## config.mk

```make
export PLATFORM = sky130hd
export DESIGN_NAME = rgb_hsv_color_converter_core
export DESIGN_NICKNAME = d
export VERILOG_FILES = /design/src/rtl/rhc_pkg.sv /design/src/rtl/rgb_hsv_color_converter_core.sv /design/src/rtl/rhc_prep.sv /design/src/rtl/rhc_mid_stage.sv /design/src/rtl/rhc_out_stage.sv
export SDC_FILE = /design/constraint.sdc
export NUM_CORES = 1
export LEC_CHECK = 0
export CORE_MARGIN = 3
export CORE_UTILIZATION = 35
export CTS_CLUSTER_DIAMETER = 100
export DETAILED_ROUTE_END_ITERATION = 16
export DONT_BUFFER_PORTS = 1
export PLACE_DENSITY = 0.55
export SETUP_SLACK_MARGIN = 0.3
export SLEW_MARGIN = 10
export SYNTH_ARGS = -nofsm -noshare
export SYNTH_HDL_FRONTEND = slang
export SYNTH_SLANG_ARGS = --single-unit
```

## constraint.sdc

```tcl
create_clock -name clk_i -period 8.5 [get_ports clk_i]
set_clock_uncertainty 0.15 [all_clocks]
set_input_delay 0.425 -clock clk_i [delete_from_list [all_inputs] [get_ports clk_i]]
set_output_delay 0.425 -clock clk_i [all_outputs]
set_load 0.03 [all_outputs]
```

## src/rtl/rhc_pkg.sv

```systemverilog
// ----------------------------------------------------------------------------
// rhc_pkg
// Shared types, constants and the restoring-division step of the colour
// converter pipeline.
// ----------------------------------------------------------------------------
package rhc_pkg;

  localparam int unsigned ChanW  = 8;
  localparam int unsigned TdataW = 6 * ChanW;
  localparam int unsigned RemW   = 19;
  localparam int unsigned DivW   = 11;
  localparam int unsigned QuoW   = 9;
  localparam int unsigned SatRemW = 16;

  localparam logic KIND_RGB2HSV = 1'b0;
  localparam logic KIND_HSV2RGB = 1'b1;

  typedef enum logic [1:0] {
    STEP_HI  = 2'd0,
    STEP_MID = 2'd1,
    STEP_LO  = 2'd2
  } rhc_step_e;

  typedef struct packed {
    logic               kind;
    logic [RemW-1:0]    hue_rem;
    logic [DivW-1:0]    hue_div;
    logic [QuoW-1:0]    hue_q;
    logic [SatRemW-1:0] sat_rem;
    logic [ChanW-1:0]   sat_div;
    logic [QuoW-1:0]    sat_q;
    logic [ChanW-1:0]   rgb_max;
    logic [ChanW-1:0]   hsv_val;
    logic [15:0]        hsv_prod;
    logic [2:0]         hsv_sector;
    logic [8:0]         hsv_ramp;
    logic [ChanW-1:0]   hsv_c;
    logic [15:0]        hsv_cr;
    logic [ChanW-1:0]   hsv_red;
    logic [ChanW-1:0]   hsv_green;
    logic [ChanW-1:0]   hsv_blue;
  } rhc_pipe_t;

  typedef struct packed {
    logic [RemW-1:0] rem;
    logic            qbit;
  } rhc_div_res_t;

  // one restoring step: try subtracting dvs << sh
  function automatic rhc_div_res_t div_bit(logic [RemW-1:0] rem, logic [DivW-1:0] dvs,
                                           logic [3:0] sh);
    logic [RemW-1:0] trial;
    rhc_div_res_t    res;
    trial = RemW'(dvs) << sh;
    if (rem >= trial) begin
      res.rem  = rem - trial;
      res.qbit = 1'b1;
    end else begin
      res.rem  = rem;
      res.qbit = 1'b0;
    end
    return res;
  endfunction

endpackage

```

## src/rtl/rgb_hsv_color_converter_core.sv

```systemverilog
// ----------------------------------------------------------------------------
// rgb_hsv_color_converter_core
// Pipelined 8-bit RGB <-> HSV colour converter.
// ----------------------------------------------------------------------------
// Input beat: tuser selects the direction (0 RGB to HSV, 1 HSV to RGB),
// tdata carries red, green, blue, hue, sat, val from bit 0 up.
// Output beat: tuser echoes the direction, tdata carries hue, sat, val,
// red, green, blue from bit 0 up; the fields of the other direction are 0.
// A beat passes through one set-up stage, three stages of the hue and
// saturation dividers (three quotient bits each) and the output register.
// Throughput is one beat per clock. Each stage advances when it is empty
// or the stage after it advances, so bubbles close up under a stall.
// A stalled output holds its beat; the input stalls only when all five
// stages are full and the output is not taken.
// Reset empties the pipeline; no beat is in flight after reset.
// ----------------------------------------------------------------------------
module rgb_hsv_color_converter_core (
  input  logic                       clk_i,
  input  logic                       rst_ni,
  input  logic                       s_axis_tvalid_i,
  output logic                       s_axis_tready_o,
  // red, green, blue, hue, sat, val
  input  logic [rhc_pkg::TdataW-1:0] s_axis_tdata_i,
  // req_type
  input  logic                       s_axis_tuser_i,
  output logic                       m_axis_tvalid_o,
  input  logic                       m_axis_tready_i,
  // res_hue, res_sat, res_val, res_red, res_green, res_blue
  output logic [rhc_pkg::TdataW-1:0] m_axis_tdata_o,
  // res_kind
  output logic                       m_axis_tuser_o
);

  rhc_pkg::rhc_pipe_t pipe1, pipe2, pipe3, pipe4;
  logic v1, v2, v3, v4, v5;
  logic en1, en2, en3, en4, en5;

  assign en5 = !v5 || m_axis_tready_i;
  assign en4 = !v4 || en5;
  assign en3 = !v3 || en4;
  assign en2 = !v2 || en3;
  assign en1 = !v1 || en2;
  assign s_axis_tready_o = en1;

  rhc_prep u_prep (
    .clk_i   (clk_i),
    .rst_ni  (rst_ni),
    .en_i    (en1),
    .valid_i (s_axis_tvalid_i),
    .kind_i  (s_axis_tuser_i),
    .data_i  (s_axis_tdata_i),
    .valid_o (v1),
    .pipe_o  (pipe1)
  );

  rhc_mid_stage u_stage_hi (
    .clk_i   (clk_i),
    .rst_ni  (rst_ni),
    .step_i  (rhc_pkg::STEP_HI),
    .en_i    (en2),
    .valid_i (v1),
    .pipe_i  (pipe1),
    .valid_o (v2),
    .pipe_o  (pipe2)
  );

  rhc_mid_stage u_stage_mid (
    .clk_i   (clk_i),
    .rst_ni  (rst_ni),
    .step_i  (rhc_pkg::STEP_MID),
    .en_i    (en3),
    .valid_i (v2),
    .pipe_i  (pipe2),
    .valid_o (v3),
    .pipe_o  (pipe3)
  );

  rhc_mid_stage u_stage_lo (
    .clk_i   (clk_i),
    .rst_ni  (rst_ni),
    .step_i  (rhc_pkg::STEP_LO),
    .en_i    (en4),
    .valid_i (v3),
    .pipe_i  (pipe3),
    .valid_o (v4),
    .pipe_o  (pipe4)
  );

  rhc_out_stage u_out (
    .clk_i   (clk_i),
    .rst_ni  (rst_ni),
    .en_i    (en5),
    .valid_i (v4),
    .pipe_i  (pipe4),
    .valid_o (v5),
    .kind_o  (m_axis_tuser_o),
    .data_o  (m_axis_tdata_o)
  );

  assign m_axis_tvalid_o = v5;

endmodule

```

## src/rtl/rhc_prep.sv

```systemverilog
// ----------------------------------------------------------------------------
// rhc_prep
// First stage: max/min, hue numerator and divisor, saturation dividend,
// v*s product and hue sector/ramp.
// ----------------------------------------------------------------------------
module rhc_prep (
  input  logic                       clk_i,
  input  logic                       rst_ni,
  input  logic                       en_i,
  input  logic                       valid_i,
  input  logic                       kind_i,
  input  logic [rhc_pkg::TdataW-1:0] data_i,
  output logic                       valid_o,
  output rhc_pkg::rhc_pipe_t         pipe_o
);

  logic [7:0]  red, green, blue, hue, sat, val;
  logic [7:0]  mx, mn, dif;
  logic [10:0] d2, d4, d6, num, ht;
  rhc_pkg::rhc_pipe_t pipe_d, pipe_q;
  logic valid_q;

  always_comb begin
    red   = data_i[7:0];
    green = data_i[15:8];
    blue  = data_i[23:16];
    hue   = data_i[31:24];
    sat   = data_i[39:32];
    val   = data_i[47:40];

    if (red >= green && red >= blue) begin
      mx = red;
    end else if (green >= blue) begin
      mx = green;
    end else begin
      mx = blue;
    end
    if (red <= green && red <= blue) begin
      mn = red;
    end else if (green <= blue) begin
      mn = green;
    end else begin
      mn = blue;
    end
    dif = mx - mn;
    d2  = {2'b0, dif, 1'b0};
    d4  = {1'b0, dif, 2'b0};
    d6  = d4 + d2;

    if (red >= green && red >= blue) begin
      num = d6 + 11'(green) - 11'(blue);
    end else if (green >= blue) begin
      num = d2 + 11'(blue) - 11'(red);
    end else begin
      num = d4 + 11'(red) - 11'(green);
    end

    ht = {1'b0, hue, 2'b0} + {2'b0, hue, 1'b0};

    pipe_d            = '0;
    pipe_d.kind       = kind_i;
    pipe_d.hue_rem    = {num, 8'b0};
    pipe_d.hue_div    = (dif == 8'd0) ? 11'd1 : d6;
    pipe_d.sat_rem    = {dif, 8'b0} - {8'b0, dif};
    pipe_d.sat_div    = (mx == 8'd0) ? 8'd1 : mx;
    pipe_d.rgb_max    = mx;
    pipe_d.hsv_val    = val;
    pipe_d.hsv_prod   = 16'(val) * 16'(sat);
    pipe_d.hsv_sector = ht[10:8];
    pipe_d.hsv_ramp   = ht[8] ? (9'd256 - {1'b0, ht[7:0]}) : {1'b0, ht[7:0]};
  end

  always_ff @(posedge clk_i or negedge rst_ni) begin
    if (!rst_ni) begin
      valid_q <= 1'b0;
    end else if (en_i) begin
      valid_q <= valid_i;
    end
  end

  always_ff @(posedge clk_i) begin
    if (en_i) begin
      pipe_q <= pipe_d;
    end
  end

  assign valid_o = valid_q;
  assign pipe_o  = pipe_q;

endmodule

```

## src/rtl/rhc_mid_stage.sv

```systemverilog
// ----------------------------------------------------------------------------
// rhc_mid_stage
// Middle stage: three quotient bits of both dividers plus one step of the
// HSV to RGB path, chosen by step_i.
// ----------------------------------------------------------------------------
module rhc_mid_stage (
  input  logic                      clk_i,
  input  logic                      rst_ni,
  input  rhc_pkg::rhc_step_e        step_i,
  input  logic                      en_i,
  input  logic                      valid_i,
  input  rhc_pkg::rhc_pipe_t        pipe_i,
  output logic                      valid_o,
  output rhc_pkg::rhc_pipe_t        pipe_o
);

  rhc_pkg::rhc_pipe_t   pipe_d, pipe_q;
  rhc_pkg::rhc_div_res_t hres, sres;
  logic [3:0]  hi_bit, idx;
  logic [15:0] csum;
  logic [7:0]  xs, ms;
  logic        valid_q;

  always_comb begin
    pipe_d = pipe_i;
    case (step_i)
      rhc_pkg::STEP_HI:  hi_bit = 4'd8;
      rhc_pkg::STEP_MID: hi_bit = 4'd5;
      default:           hi_bit = 4'd2;
    endcase

    hres = '0;
    sres = '0;
    idx  = hi_bit;
    for (int k = 0; k < 3; k++) begin
      idx  = hi_bit - 4'(k);
      hres = rhc_pkg::div_bit(pipe_d.hue_rem, pipe_d.hue_div, idx);
      pipe_d.hue_rem    = hres.rem;
      pipe_d.hue_q[idx] = hres.qbit;
      sres = rhc_pkg::div_bit({3'b0, pipe_d.sat_rem}, {3'b0, pipe_d.sat_div}, idx);
      pipe_d.sat_rem    = sres.rem[rhc_pkg::SatRemW-1:0];
      pipe_d.sat_q[idx] = sres.qbit;
    end

    // floor(p/255) = (p + p/256 + 1) / 256 over 16 bits
    csum = pipe_i.hsv_prod + {8'b0, pipe_i.hsv_prod[15:8]} + 16'd1;
    xs   = pipe_i.hsv_cr[15:8];
    ms   = pipe_i.hsv_val - pipe_i.hsv_c;

    case (step_i)
      rhc_pkg::STEP_HI: begin
        pipe_d.hsv_c = csum[15:8];
      end
      rhc_pkg::STEP_MID: begin
        pipe_d.hsv_cr = {8'b0, pipe_i.hsv_c} * {7'b0, pipe_i.hsv_ramp};
      end
      default: begin
        case (pipe_i.hsv_sector)
          3'd0: begin
            pipe_d.hsv_red = pipe_i.hsv_c + ms; pipe_d.hsv_green = xs + ms;
            pipe_d.hsv_blue = ms;
          end
          3'd1: begin
            pipe_d.hsv_red = xs + ms; pipe_d.hsv_green = pipe_i.hsv_c + ms;
            pipe_d.hsv_blue = ms;
          end
          3'd2: begin
            pipe_d.hsv_red = ms; pipe_d.hsv_green = pipe_i.hsv_c + ms;
            pipe_d.hsv_blue = xs + ms;
          end
          3'd3: begin
            pipe_d.hsv_red = ms; pipe_d.hsv_green = xs + ms;
            pipe_d.hsv_blue = pipe_i.hsv_c + ms;
          end
          3'd4: begin
            pipe_d.hsv_red = xs + ms; pipe_d.hsv_green = ms;
            pipe_d.hsv_blue = pipe_i.hsv_c + ms;
          end
          default: begin
            pipe_d.hsv_red = pipe_i.hsv_c + ms; pipe_d.hsv_green = ms;
            pipe_d.hsv_blue = xs + ms;
          end
        endcase
      end
    endcase
  end

  always_ff @(posedge clk_i or negedge rst_ni) begin
    if (!rst_ni) begin
      valid_q <= 1'b0;
    end else if (en_i) begin
      valid_q <= valid_i;
    end
  end

  always_ff @(posedge clk_i) begin
    if (en_i) begin
      pipe_q <= pipe_d;
    end
  end

  assign valid_o = valid_q;
  assign pipe_o  = pipe_q;

endmodule

```

## src/rtl/rhc_out_stage.sv

```systemverilog
// ----------------------------------------------------------------------------
// rhc_out_stage
// Output register: selects the fields of the requested direction and packs
// the result beat.
// ----------------------------------------------------------------------------
module rhc_out_stage (
  input  logic                       clk_i,
  input  logic                       rst_ni,
  input  logic                       en_i,
  input  logic                       valid_i,
  input  rhc_pkg::rhc_pipe_t         pipe_i,
  output logic                       valid_o,
  output logic                       kind_o,
  output logic [rhc_pkg::TdataW-1:0] data_o
);

  logic [rhc_pkg::TdataW-1:0] data_d, data_q;
  logic kind_q, valid_q;

  always_comb begin
    if (pipe_i.kind == rhc_pkg::KIND_RGB2HSV) begin
      data_d = {24'b0, pipe_i.rgb_max, pipe_i.sat_q[7:0], pipe_i.hue_q[7:0]};
    end else begin
      data_d = {pipe_i.hsv_blue, pipe_i.hsv_green, pipe_i.hsv_red, 24'b0};
    end
  end

  always_ff @(posedge clk_i or negedge rst_ni) begin
    if (!rst_ni) begin
      valid_q <= 1'b0;
    end else if (en_i) begin
      valid_q <= valid_i;
    end
  end

  always_ff @(posedge clk_i) begin
    if (en_i) begin
      data_q <= data_d;
      kind_q <= pipe_i.kind;
    end
  end

  assign valid_o = valid_q;
  assign kind_o  = kind_q;
  assign data_o  = data_q;

endmodule

```

==> impl_summary.md <==
Status
The run finished with clean final reports.

STA
The sum of negative setup slack is 0 ns. The final count of negative-setup-slack endpoints is 0. The tightest hold path in the finished design has a slack of 0.0528 ns.

The number of hold violations in the final report is 0. The worst-case headroom to the max-slew limit is 34.4%. The final critical-path required period is 7.66 ns. Setup repair after global routing left no endpoint under its margin.

In the finished design, the share of the clock period the worst path needs comes to 90.1%. Timing would allow up to 131 MHz. The final-report max-slew violation count is 0. The transition at the pin with the smallest max-transition slack is 0.976 ns.

Drt
In the routed layout, each cell is associated on average with a via count of 5.03. In the final routed layout, each cell accounts on average for 16.4 µm. The count of nets left with antenna violations once routing finished came out at 0.

In the routed design, unresolved DRC markers number 0. Wires add up to 71,700 µm. The initial DRC count is 1,186. The length of the first detailed-routing pass in iterations is 5. The total vias in the final route is 22,000.

Job
The tool flagged a number of max-cap violations equal to 0.

Critical path
The family with the most delay on the worst path is simple AND/OR/NAND/NOR gates. The required time at the worst-slack endpoint is 8.67 ns. In this run the worst path has a maximum fanout of 15.

The maximum single-stage delay on the critical path is 0.59 ns. The type of origin of the critical path is a flip-flop. Data arrives at the worst endpoint at 7.83 ns. The most frequent cell on the critical path is sky130_fd_sc_hd__ha_1.

The slowest stage of the critical path belongs to the cell sky130_fd_sc_hd__or4bb_1. The number of buffers and inverters on the critical path is 2. STA classifies the critical path endpoint as a flip-flop.

The setup path with the least slack is of type reg -> reg.

Placed design
The estimated wirelength of the detail-placed design is 56,700 µm. At the end of routability-driven placement, the weighted congestion stood at 0.855. The post-placement cell count is 4,264. The count of buffers added on input and output ports is 0.

Logic synthesis
Synthesis produced 3,125 cells. The post-synthesis mux area share is 3.81%. By area, the combinational part of the netlist is dominated by adder cells. The area share of the leading cell type in the synthesized netlist is 35.7%. When the netlist entered floorplanning its net count stood at 3,637. The post-synthesis sequential area ratio is 36.1%. In the post-synthesis netlist, the biggest area contributors are sky130_fd_sc_hd__edfxtp_1 (36%), sky130_fd_sc_hd__ha_1 (14%), sky130_fd_sc_hd__fa_1 (6.8%), sky130_fd_sc_hd__xnor2_1 (4.7%), sky130_fd_sc_hd__inv_1 (4.0%). The mapped netlist covers 0.0313 mm². Counting flops with a built-in enable in the synthesized netlist gives 373. In the synthesized netlist the async set-or-reset flop fraction comes to 1.32%. Summed over all instances, the cell type with the most area after synthesis is sky130_fd_sc_hd__edfxtp_1.

The synthesized netlist devotes 14.8% of its cell area to compound gates. Of the total synthesized cell area, the portion taken by AND, OR, NAND and NOR gates is 12.9%. The register bit total from synthesis is 378. Synthesis instantiated 90 different standard cells from the library. Summing the areas of all xor and xnor instances in the mapped netlist gives 6.74% of the synthesized area.

The most frequently used flop master after synthesis is sky130_fd_sc_hd__edfxtp_1. A synthesized cell averages 10.0 µm². The post-synthesis adder-cell area fraction is 20.9%.

The synthesis warning total is 0.

Layout
0 antenna diodes ended up in the layout. Fill cells in the final layout number 8,616. The final non-filler cell total is 4,369. Relative to the synthesized area, the layout overhead comes to 10.7%. The layout net count is 3,681. In the final layout, the share of cells above drive strength 1 is 7.08%.

Die
The top-level port count is 104. The x dimension of the die is 305 µm. The floorplan die height is 305 µm. The area of the die is 0.0931 mm². After floorplanning, the core was divided into 109 placement rows. The standard cell core area is 0.0885 mm².

For this configuration, the core starts out at a cell density of 35.4%.

Clock network
The clock sink count is 378. In this run the deepest clock path goes through 3 buffers. In this run, CTS created clock tree buffers numbering 45.

After clock tree synthesis, the clock-pin slew on the worst setup and hold paths is 0.06 ns. The later pin in the worst-skew pair is clocked with a latency of 0.58 ns. The clock tree from TritonCTS is built. The H-tree was split into 2 levels. The cell sitting at the root of the clock tree is a sky130_fd_sc_hd__clkbuf_16.

Global routing
The initial antenna violation count is 3. The wire length of the first global-routing pass is 118,000 µm. The aggregate global-route resource usage is 15.4%. Entering global routing, the biggest net connects 62 pins. The aggregate global routing overflow is 0. The via count of the first global-routing pass is 22,100.

Min path
The type of the most critical hold path is in -> reg.
==> metrics by stage <==
stage | worst slack (ns) | area, µm² | utilization (%)
finish | 0.838 | 34700 | 39.2
detailed placement | 0.358 | 32800 | 37.1
global route | 0.321 | 34700 | 39.2
CTS | 0.307 | 34600 | 39.1
floorplan | 0.662 | 31300 | -
global placement | 0.339 | 32800 | 37.1
==> kinds of logic (layout without fill, tap and decap cells) <==
| kind of cell | after synthesis | in the layout |
|---|---|---|
| compound gates | 736 | 736 |
| mux | 109 | 109 |
| fa+ha+maj | 459 | 459 |
| simple gates | 811 | 812 |
| xor+xnor | 241 | 241 |
| flops | 378 | 378 |
| buf+inv | 391 | 469 |
==> worst paths after layout <==
check / from / endpoint / slack [ns] / depth (start not counted)
min: s_axis_tdata_i[1] / u_prep.pipe_o[102] / 0.05 / 2
max: u_stage_hi.pipe_o[103] / u_stage_mid.pipe_o[119] / 0.84 / 28
max reg2reg: u_stage_hi.pipe_o[103] / u_stage_mid.pipe_o[119] / 0.84 / 28
min reg2reg: u_prep.pipe_o[51] / u_stage_hi.pipe_o[51] / 0.26 / 0
max in group asynchronous: rst_ni / u_prep.valid_o / 7.44 / 2
min in group asynchronous: rst_ni / u_stage_lo.valid_o / 0.55 / 2
==> metal layers <==
metal	vias up	GRT usage, %	part of all wire (%)
li1	11200	-	-
met1	10400	22.7	50
met2	360	24.7	44
met3	68	1.80	4.0
met4	0	2.96	1.6
met5	-	0	0
==> Yosys cell counts (5+ instances only) <==
master / count
sky130_fd_sc_hd__a31oi_1: 18
sky130_fd_sc_hd__edfxtp_1: 373
sky130_fd_sc_hd__o31ai_1: 11
sky130_fd_sc_hd__and2_1: 113
sky130_fd_sc_hd__o21ai_1: 7
sky130_fd_sc_hd__a211oi_1: 24
sky130_fd_sc_hd__o21bai_1: 35
sky130_fd_sc_hd__and3_1: 14
sky130_fd_sc_hd__buf_1: 9
sky130_fd_sc_hd__nand2b_1: 46
sky130_fd_sc_hd__nor2_1: 188
sky130_fd_sc_hd__o21ai_0: 178
sky130_fd_sc_hd__fa_1: 106
sky130_fd_sc_hd__a21boi_0: 18
sky130_fd_sc_hd__nor2b_1: 64
sky130_fd_sc_hd__mux2_2: 74
sky130_fd_sc_hd__o21a_1: 27
sky130_fd_sc_hd__a21oi_1: 230
sky130_fd_sc_hd__o22ai_1: 7
sky130_fd_sc_hd__xnor2_1: 169
sky130_fd_sc_hd__a221oi_1: 11
sky130_fd_sc_hd__o211ai_1: 20
sky130_fd_sc_hd__nor3_1: 42
sky130_fd_sc_hd__mux2i_1: 33
sky130_fd_sc_hd__dfrtp_1: 5
sky130_fd_sc_hd__clkbuf_1: 44
sky130_fd_sc_hd__inv_1: 330
sky130_fd_sc_hd__a2111oi_0: 5
sky130_fd_sc_hd__a21o_1: 89
sky130_fd_sc_hd__ha_1: 353
sky130_fd_sc_hd__nor4_1: 7
sky130_fd_sc_hd__a22oi_1: 5
sky130_fd_sc_hd__or3_1: 14
sky130_fd_sc_hd__nand2_1: 217
sky130_fd_sc_hd__xor2_1: 72
sky130_fd_sc_hd__nand4_1: 31
sky130_fd_sc_hd__nand3_1: 39
==> sequential cells by signal (all words and copies together), names as in the netlist <==
register and count:
u_stage_mid.valid_o 1, u_prep.pipe_o 90, u_stage_hi.valid_o 1, u_out.kind_o 1
u_stage_hi.pipe_o 88, u_stage_lo.valid_o 1, u_out.valid_o 1, u_stage_mid.pipe_o 97
u_stage_lo.pipe_o 49, u_prep.valid_o 1, u_out.data_o 48
==> timing repair <==
| action | in CTS | in global routing |
|---|---|---|
| resized for setup | 0 | 11 |
| hold endpoints to repair | 23 | 0 |
| buffers inserted | 0 | 4 |
| setup endpoints to repair | 0 | 38 |
| hold buffers | 18 | 0 |
==> cells in the final DEF, fill, tap and decap left out, types with 17 or more instances in the layout <==
cell | Yosys | final
sky130_fd_sc_hd__nand3_1 | 39 | 38
sky130_fd_sc_hd__nand2_1 | 217 | 215
sky130_fd_sc_hd__a211oi_1 | 24 | 23
sky130_fd_sc_hd__a31oi_1 | 18 | 18
sky130_fd_sc_hd__clkbuf_16 | 0 | 45
sky130_fd_sc_hd__nand2b_1 | 46 | 46
sky130_fd_sc_hd__nor2_1 | 188 | 188
sky130_fd_sc_hd__o21ai_0 | 178 | 177
sky130_fd_sc_hd__mux2_2 | 74 | 74
sky130_fd_sc_hd__o211ai_1 | 20 | 20
sky130_fd_sc_hd__nand4_1 | 31 | 31
sky130_fd_sc_hd__fa_1 | 106 | 106
sky130_fd_sc_hd__nor3_1 | 42 | 41
sky130_fd_sc_hd__a21oi_1 | 230 | 229
sky130_fd_sc_hd__edfxtp_1 | 373 | 373
sky130_fd_sc_hd__xnor2_1 | 169 | 169
sky130_fd_sc_hd__and2_1 | 113 | 113
sky130_fd_sc_hd__xor2_1 | 72 | 72
sky130_fd_sc_hd__buf_4 | 0 | 38
sky130_fd_sc_hd__inv_1 | 330 | 329
sky130_fd_sc_hd__a21o_1 | 89 | 89
sky130_fd_sc_hd__o21bai_1 | 35 | 35
sky130_fd_sc_hd__o21a_1 | 27 | 27
sky130_fd_sc_hd__mux2i_1 | 33 | 33
sky130_fd_sc_hd__dlygate4sd3_1 | 0 | 18
sky130_fd_sc_hd__nor2b_1 | 64 | 64
sky130_fd_sc_hd__a21boi_0 | 18 | 17
sky130_fd_sc_hd__ha_1 | 353 | 353
==> layout make-up <==
| type | count | area [µm²] | share of cell area, % |
|---|---|---|---|
| multi-input cells | 2357 | 18600 | 53.6 |
| flip-flops and latches | 378 | 11300 | 32.7 |
| well taps | 1165 | 1460 | 4.20 |
| inverters | 331 | 1240 | 3.58 |
| clock buffers | 52 | 1150 | 3.32 |
| repair buffers | 56 | 465 | 1.34 |
| clock inverters | 30 | 428 | 1.23 |
==> worst reg2reg max path, delay by kind of cell, from the launching register on <==
family / cells / cell delay [ns]
compound gates: 11 / 2.39
fa+ha+maj: 3 / 1.00
buf+inv: 2 / 0.30
flops: 1 / 0.35
mux: 2 / 0.69
simple gates: 10 / 2.51
Power is not shown: default switching activity piles up to over one toggle a cycle in this logic, so the estimate is an artifact.
